$ cat src/hw/rtl/swpe_pkg.sv
// shared types and codes for the stack with positional edit
// no dependencies; imported by every module of the block
package swpe_pkg;

  localparam int DEPTH_DEF      = 16;
  localparam int DATA_WIDTH_DEF = 32;

  localparam int MODE_W   = 3;
  localparam int POS_W    = 4;
  localparam int IN_W     = 32;
  localparam int OUT_W    = 32;
  localparam int COUNT_W  = 5;
  localparam int STATUS_W = 2;

  localparam logic [MODE_W-1:0] MODE_PUSH   = 3'd0;
  localparam logic [MODE_W-1:0] MODE_POP    = 3'd1;
  localparam logic [MODE_W-1:0] MODE_PEEK   = 3'd2;
  localparam logic [MODE_W-1:0] MODE_INSERT = 3'd3;
  localparam logic [MODE_W-1:0] MODE_DELETE = 3'd4;
  localparam logic [MODE_W-1:0] MODE_CLEAR  = 3'd5;

  localparam logic [STATUS_W-1:0] ST_OK    = 2'd0;
  localparam logic [STATUS_W-1:0] ST_EMPTY = 2'd1;
  localparam logic [STATUS_W-1:0] ST_FULL  = 2'd2;
  localparam logic [STATUS_W-1:0] ST_RANGE = 2'd3;

  // edit command from the control to the entry array
  typedef struct packed {
    logic             ins;
    logic             del;
    logic [POS_W-1:0] pos;
  } edit_t;

endpackage

$ cat src/hw/rtl/swpe_ctrl.sv
// fill count register, operation decode and status
// depends on swpe_pkg
module swpe_ctrl import swpe_pkg::*; #(
  parameter int DEPTH = DEPTH_DEF,
  localparam int CW = $clog2(DEPTH + 1)
) (
  input  logic                clk,
  input  logic                rst,
  input  logic                valid,
  input  logic [MODE_W-1:0]   mode,
  input  logic [POS_W-1:0]    pos,
  output edit_t               edit,
  output logic [STATUS_W-1:0] status,
  output logic [CW-1:0]       count_next
);

  localparam int W = (CW > POS_W) ? CW : POS_W;
  localparam logic [CW-1:0] FULL_CNT = CW'(DEPTH);

  logic [CW-1:0] count;
  logic [W-1:0]  pos_ext;
  logic [W-1:0]  cnt_ext;
  logic          is_empty;
  logic          is_full;

  assign pos_ext  = W'(pos);
  assign cnt_ext  = W'(count);
  assign is_empty = (count == '0);
  assign is_full  = (count == FULL_CNT);

  always_comb begin
    edit       = '0;
    edit.pos   = pos;
    status     = ST_OK;
    count_next = count;
    unique case (mode)
      MODE_PUSH: begin
        if (is_full) begin
          status = ST_FULL;
        end else begin
          edit.ins   = 1'b1;
          edit.pos   = '0;
          count_next = count + 1'b1;
        end
      end
      MODE_POP: begin
        if (is_empty) begin
          status = ST_EMPTY;
        end else begin
          edit.del   = 1'b1;
          edit.pos   = '0;
          count_next = count - 1'b1;
        end
      end
      MODE_PEEK: begin
        if (is_empty) status = ST_EMPTY;
      end
      MODE_INSERT: begin
        if (pos_ext > cnt_ext) begin
          status = ST_RANGE;
        end else if (is_full) begin
          status = ST_FULL;
        end else begin
          edit.ins   = 1'b1;
          count_next = count + 1'b1;
        end
      end
      MODE_DELETE: begin
        if (is_empty) begin
          status = ST_EMPTY;
        end else if (pos_ext >= cnt_ext) begin
          status = ST_RANGE;
        end else begin
          edit.del   = 1'b1;
          count_next = count - 1'b1;
        end
      end
      MODE_CLEAR: begin
        if (is_empty) status = ST_EMPTY;
        else count_next = '0;
      end
      default: ;
    endcase
    if (!valid) begin
      edit.ins   = 1'b0;
      edit.del   = 1'b0;
      count_next = count;
    end
  end

  always_ff @(posedge clk) begin
    if (rst) count <= '0;
    else count <= count_next;
  end

endmodule

$ cat src/hw/rtl/swpe_store.sv
// entry array held top first, shifted in parallel by insert and delete
// depends on swpe_pkg
module swpe_store import swpe_pkg::*; #(
  parameter int DEPTH      = DEPTH_DEF,
  parameter int DATA_WIDTH = DATA_WIDTH_DEF
) (
  input  logic                  clk,
  input  edit_t                 edit,
  input  logic [DATA_WIDTH-1:0] word,
  output logic [DATA_WIDTH-1:0] top_next
);

  localparam int IW = $clog2(DEPTH);
  localparam int PW = (IW > POS_W) ? IW : POS_W;

  logic [DATA_WIDTH-1:0] entries      [DEPTH];
  logic [DATA_WIDTH-1:0] entries_next [DEPTH];
  logic [PW-1:0]         pos_ext;

  assign pos_ext  = PW'(edit.pos);
  assign top_next = entries_next[0];

  for (genvar i = 0; i < DEPTH; i++) begin : g_slot
    logic [DATA_WIDTH-1:0] above;
    logic [DATA_WIDTH-1:0] below;

    if (i == 0) begin : g_top
      assign above = entries[i];
    end else begin : g_mid
      assign above = entries[i-1];
    end
    if (i == DEPTH - 1) begin : g_bot
      assign below = entries[i];
    end else begin : g_up
      assign below = entries[i+1];
    end

    always_comb begin
      entries_next[i] = entries[i];
      if (edit.ins) begin
        if (PW'(i) == pos_ext) entries_next[i] = word;
        else if (PW'(i) > pos_ext) entries_next[i] = above;
      end else if (edit.del) begin
        if (PW'(i) >= pos_ext) entries_next[i] = below;
      end
    end

    always_ff @(posedge clk) begin
      entries[i] <= entries_next[i];
    end
  end

endmodule

$ cat src/hw/rtl/stack_with_positional_edit.sv
// bounded lifo of signed words with insert and delete at a position (0 = top)
// a word taken at start goes through the input register and then the result
// register to the result ports, shown for one cycle, marked by done
// throughput: one word per cycle, busy is never raised
// reset: synchronous rst empties the stack, stored entries keep no reset value
// depends on swpe_pkg, swpe_ctrl, swpe_store
module stack_with_positional_edit import swpe_pkg::*; #(
  parameter int DEPTH      = DEPTH_DEF,
  parameter int DATA_WIDTH = DATA_WIDTH_DEF
) (
  input  logic                       clk,
  input  logic                       rst,
  input  logic                       start,
  output logic                       busy,
  input  logic [MODE_W-1:0]          mode,
  input  logic [POS_W-1:0]           position,
  input  logic signed [IN_W-1:0]     value,
  output logic                       done,
  output logic signed [OUT_W-1:0]    top_value,
  output logic                       top_valid,
  output logic [COUNT_W-1:0]         entry_count,
  output logic [STATUS_W-1:0]        status
);

  localparam int CW = $clog2(DEPTH + 1);

  // input register
  logic                  req_valid;
  logic [MODE_W-1:0]     req_mode;
  logic [POS_W-1:0]      req_pos;
  logic [DATA_WIDTH-1:0] req_word;

  // single pass results
  edit_t                 edit;
  logic [STATUS_W-1:0]   op_status;
  logic [CW-1:0]         count_next;
  logic [DATA_WIDTH-1:0] top_next;
  logic                  nonempty;

  // every edge with start high is an accept: the pipe never backs up
  assign busy = 1'b0;

  always_ff @(posedge clk) begin
    if (rst) req_valid <= 1'b0;
    else req_valid <= start;
  end

  // payload needs no reset; value sign-extends (or truncates) into a stored word
  always_ff @(posedge clk) begin
    req_mode <= mode;
    req_pos  <= position;
    req_word <= DATA_WIDTH'(value);
  end

  swpe_ctrl #(
    .DEPTH(DEPTH)
  ) u_ctrl (
    .clk        (clk),
    .rst        (rst),
    .valid      (req_valid),
    .mode       (req_mode),
    .pos        (req_pos),
    .edit       (edit),
    .status     (op_status),
    .count_next (count_next)
  );

  swpe_store #(
    .DEPTH      (DEPTH),
    .DATA_WIDTH (DATA_WIDTH)
  ) u_store (
    .clk      (clk),
    .edit     (edit),
    .word     (req_word),
    .top_next (top_next)
  );

  assign nonempty = (count_next != '0);

  // result register: strobe under reset, payload free running
  always_ff @(posedge clk) begin
    if (rst) done <= 1'b0;
    else done <= req_valid;
  end

  always_ff @(posedge clk) begin
    // top word is the low bits of the stored entry, zero when empty
    top_value   <= nonempty ? OUT_W'(top_next) : '0;
    top_valid   <= nonempty;
    entry_count <= COUNT_W'(count_next);
    status      <= op_status;
  end

endmodule

$ cat config.mk
export PLATFORM = sky130hd
export DESIGN_NAME = stack_with_positional_edit
export DESIGN_NICKNAME = d
export VERILOG_FILES = /design/src/hw/rtl/swpe_pkg.sv /design/src/hw/rtl/swpe_ctrl.sv /design/src/hw/rtl/swpe_store.sv /design/src/hw/rtl/stack_with_positional_edit.sv
export SDC_FILE = /design/constraint.sdc
export NUM_CORES = 1
export LEC_CHECK = 0
export BUFFER_PORTS_ARGS = -buffer_cell sky130_fd_sc_hd__buf_2
export CAP_MARGIN = 20
export CORE_MARGIN = 1
export CORE_UTILIZATION = 57
export DETAILED_ROUTE_END_ITERATION = 8
export PLACE_DENSITY = 0.84
export SETUP_SLACK_MARGIN = 0.5
export SLEW_MARGIN = 20
export SYNTH_ARGS = -nofsm -noshare
export SYNTH_HDL_FRONTEND = slang
export SYNTH_SLANG_ARGS = --single-unit
$ cat constraint.sdc
create_clock -name clk -period 5.2 [get_ports clk]
set_input_delay 0.26 -clock clk [delete_from_list [all_inputs] [get_ports clk]]
set_output_delay 0.26 -clock clk [all_outputs]
set_load 0.01 [all_outputs]
==> results.py <==
metrics = {
    "status": {
        "status": "complete, no violations",
    },
    "grt": {
        "grt_util_all_layers_pct": 27.3,
        "grt_overflow": 0,
        "antenna_found_initial": 0,
        "grt_max_degree": 328,
        "grt_pass1_vias": 20042,
        "grt_pass1_wl_microns": 108000,
    },
    "timing": {
        "period_share_pct": 77.2,
        "finClkSkew_ns": 0.0222,
        "drv_slew": 0,
        "setup_slack_ns": 1.18,
        "fmax_mhz": 249,
        "hold_viol_final": 0,
        "worst_pin_slew_ns": 1.10,
        "relSlewSlack_pct": 26.2,
        "setup_tns_ns": 0,
        "rsz0062_at_grt": "no",
        "min_period_ns": 4.02,
        "final-setup-viol-count": 0,
    },
    "clock_tree": {
        "cts.sinks": 598,
        "clk_pin_slew_worst_paths_ns": 0.06,
        "clock-root-buffer": "clkbuf_16",
        "cts_resized": 0,
        "clockBufferDepth": 3,
        "numCtsBuffers": 60,
        "h-tree-depth": 2,
        "cts_tree": "done",
        "clock_latency_ns": 0.63,
    },
    "yosys": {
        "synth.distinct_cells": 62,
        "synth_top_area_cell": "edfxtp_1",
        "ys_ff_latch": 598,
        "synth_edf_count": 480,
        "synth-xor-area-share_pct": 0.0306,
        "yosys_warnings": 0,
        "synthSimpleGateAreaFrac_pct": 7.63,
        "avgSynthCellArea_sq_um": 11.5,
        "yosysSeqAreaShare_pct": 58.6,
        "synth.top_cell.area_share_pct": 50.3,
        "synth_compound_area_share_pct": 12.5,
        "synthAdderAreaFrac_pct": 0.350,
        "syn_inst": 2485,
        "async_reset_ff_share_pct": 0,
        "synthTopCellsByArea": "edfxtp_1 (50%), mux2i_1 (16%), dfxtp_1 (8.3%)",
        "synth-main-ff-cell": "edfxtp_1",
        "syn-num-nets": 2535,
        "muxShareOfSynthArea_pct": 17.0,
        "synth.cell_area_sq_um": 28600,
        "synth_top_family_by_area": "multiplexers",
    },
    "flow_run": {
        "drv_cap": 0,
    },
    "power": {
        "swShare_pct": 22.6,
        "p_sw_mw": 2.33,
        "p_clk_share_pct": 42.0,
        "ir_drop_v": 0.000305,
        "power_density_nw_per_um2": 323,
        "seq_power_share_pct": 52.4,
        "p_int_mw": 7.98,
        "leakagePower_nw": 13.6,
        "combPwrFrac_pct": 5.6,
    },
    "detailed_routing": {
        "drt_iter0_drc": 1952,
        "postRouteAntennaNets": 0,
        "drt_wl_total_microns": 70000,
        "wire_per_inst_microns": 21.8,
        "vias": 19845,
        "drt-pass1-iter-count": 6,
        "viasPerCell": 6.18,
        "drc": 0,
    },
    "floorplanning": {
        "die_area_sq_um": 51100,
        "start_util_pct": 58.1,
        "chipWidth_microns": 226,
        "core_area_sq_um": 49300,
        "ios": 84,
        "die_y_microns": 226,
        "fp-row-count": 81,
    },
    "setup_path": {
        "rr_startpoint": "req_pos[1]",
        "arrival_ns": 4.31,
        "crit_type": "flip-flop to flip-flop",
        "r2r-end": "u_store.entries[0][187]",
        "end_kind": "flip-flop",
        "r2r_cells": 8,
        "crit_path_max_fanout": 19,
        "startpoint_type": "flip-flop",
        "r2r_slack_ns": 1.18,
        "cp.required_ns": 5.50,
    },
    "cells_and_area": {
        "areaGrowthSynthToFinish_pct": 11.6,
        "nets": 2545,
        "multi_input_area_sq_um": 11000,
        "drive_gt1_share_pct": 12.5,
        "n_antenna_cell": 0,
        "seqCellArea_sq_um": 16800,
        "fill_cells": 3545,
    },
    "place": {
        "port_buffers": 82,
        "gp_congestion": 0.862,
        "dpl_worst_slack_ns": 1.25,
        "hpwl_microns": 41600,
    },
    "min_path": {
        "min_path_type": "input pin to flip-flop",
        "hold_start": "value[19]",
        "hold_end": "req_word[19]",
        "hold_depth": 2,
    },
}
[synthesized netlist by cell type (all sizes together) (2+ instances only)]
library cell	n
buf	90
o21ai	454
a41oi	32
o21a	2
nor3	9
nor3b	2
edfxtp	480
nand3	10
and2	3
dfxtp	118
a22oi	32
a211oi	4
clkbuf	124
inv	46
a2111oi	2
or2	3
mux2i	449
nor2	21
a31oi	3
nor2b	8
ha	8
and3	3
mux2	32
o211a	2
nand2b	2
a21oi	17
nand2	468
or3	6
nand3b	2
a21boi	32
a21o	2
o22ai	3
[cell usage in the layout, fill, tap and decap left out, types with 3 or more instances in the layout]
cell	instances
mux2i_1	449
edfxtp_1	480
a21oi_4	5
nor2_4	5
a31oi_4	3
nand2_4	4
a21boi_1	30
nand3_1	9
buf_4	32
nor2_1	14
buf_2	82
clkbuf_8	11
ha_1	8
dlygate4sd3_1	42
o22ai_1	3
inv_1	44
buf_12	5
a41oi_2	27
clkbuf_16	60
a41oi_1	5
clkinv_1	10
nor2b_1	5
nor2b_4	3
a22oi_1	32
and3_1	3
mux2_2	32
bufinv_16	4
or3_1	5
o21ai_1	5
nand2_1	462
dfxtp_1	118
clkinv_2	10
a21oi_1	12
nor3_1	5
clkbuf_1	12
o21ai_0	449
or2_2	3
[stage by stage]
step | hold WS [ns] | instances | power (mW) | utilization, % | instance area [sq um]
floorplan | 0.288 | 2485 | 5.85 | - | 28600
global placement | 0.362 | 3054 | 6.01 | 59.9 | 29500
detailed placement | 0.364 | 3054 | 6.04 | 59.9 | 29500
CTS | 0.235 | 3209 | 10.3 | 64.7 | 31900
global route | 0.257 | 3210 | 10.6 | 64.8 | 31900
finish | 0.263 | 3210 | 10.3 | 64.8 | 31900
[worst max-delay path, cell delays in order (launching register included)]
cell and delay [ns]:
dfxtp_1 0.67, ha_1 0.35, nor2b_1 0.14, o21a_2 0.23, o41a_4 0.55, nor2_1 0.31
o21ai_0 0.37, a21oi_4 0.63, buf_4 0.42
[power groups by stage]
stage	clock network (mW)	registers (mW)	logic (mW)
floorplan	0	5.43	0.419
global placement	0	5.49	0.519
detailed placement	0	5.50	0.541
CTS	4.37	5.40	0.569
global route	4.55	5.42	0.629
finish	4.32	5.40	0.577
[logic make-up (layout without fill, tap and decap cells)]
| logic type | Yosys count | after routing |
|---|---|---|
| mux | 481 | 481 |
| fa+ha+maj | 8 | 8 |
| buf+inv | 260 | 321 |
| simple gates | 542 | 542 |
| flops | 598 | 598 |
| compound gates | 594 | 594 |
| other cells | 1 | 1 |
| xor+xnor | 1 | 1 |
[worst max-delay path by stage]
| stage | cells past startpoint | slack (ns) | to | start |
|---|---|---|---|---|
| 5_1_grt | 10 | 1.03 | u_store.entries[0][42] | req_pos[3] |
| 3_5_place_dp | 8 | 1.25 | u_store.entries[0][187] | req_pos[1] |
| 2_1_floorplan | 11 | 0.54 | u_store.entries[0][64] | u_ctrl.cnt_ext[1] |
| 3_3_place_gp | 9 | 1.38 | top_value[16] | req_pos[1] |
| 4_1_cts | 8 | 1.23 | u_store.entries[0][187] | req_pos[1] |
| 6_report | 8 | 1.18 | u_store.entries[0][187] | req_pos[1] |
[state kept, by name, indices dropped and copies added (netlist names)]
name and flops:
req_pos 4, req_mode 3, done 1, req_word 32, status 2, req_valid 1
u_store.entries 512, top_valid 1, top_value 32, u_ctrl.cnt_ext 5, entry_count 5
[routing by layer]
layer / vias up / global-route usage [%] / wire length, microns
met5: - / 0 / 0
met4: 0 / 12.2 / 2570
met3: 165 / 4.46 / 4690
met2: 821 / 46.0 / 34100
met1: 9801 / 34.6 / 28600
li1: 9058 / - / -
[final cells by class]
cell class | instances | area share [%]
Timing Repair Buffer | 162 | 3.75
Clock buffer | 83 | 5.32
Inverter | 46 | 0.541
Sequential cell | 598 | 52.5
Multi-Input combinational cell | 1627 | 34.4
Clock inverter | 30 | 0.870
Tap cell | 664 | 2.60
[timing repair]
item / in CTS / in global routing
endpoints found under the hold margin: 46 / 0
endpoints found under the setup margin: 0 / 0
hold buffers: 42 / 0
setup buffers: 0 / 0
No activity file was read; power rests on OpenSTA's default activity.
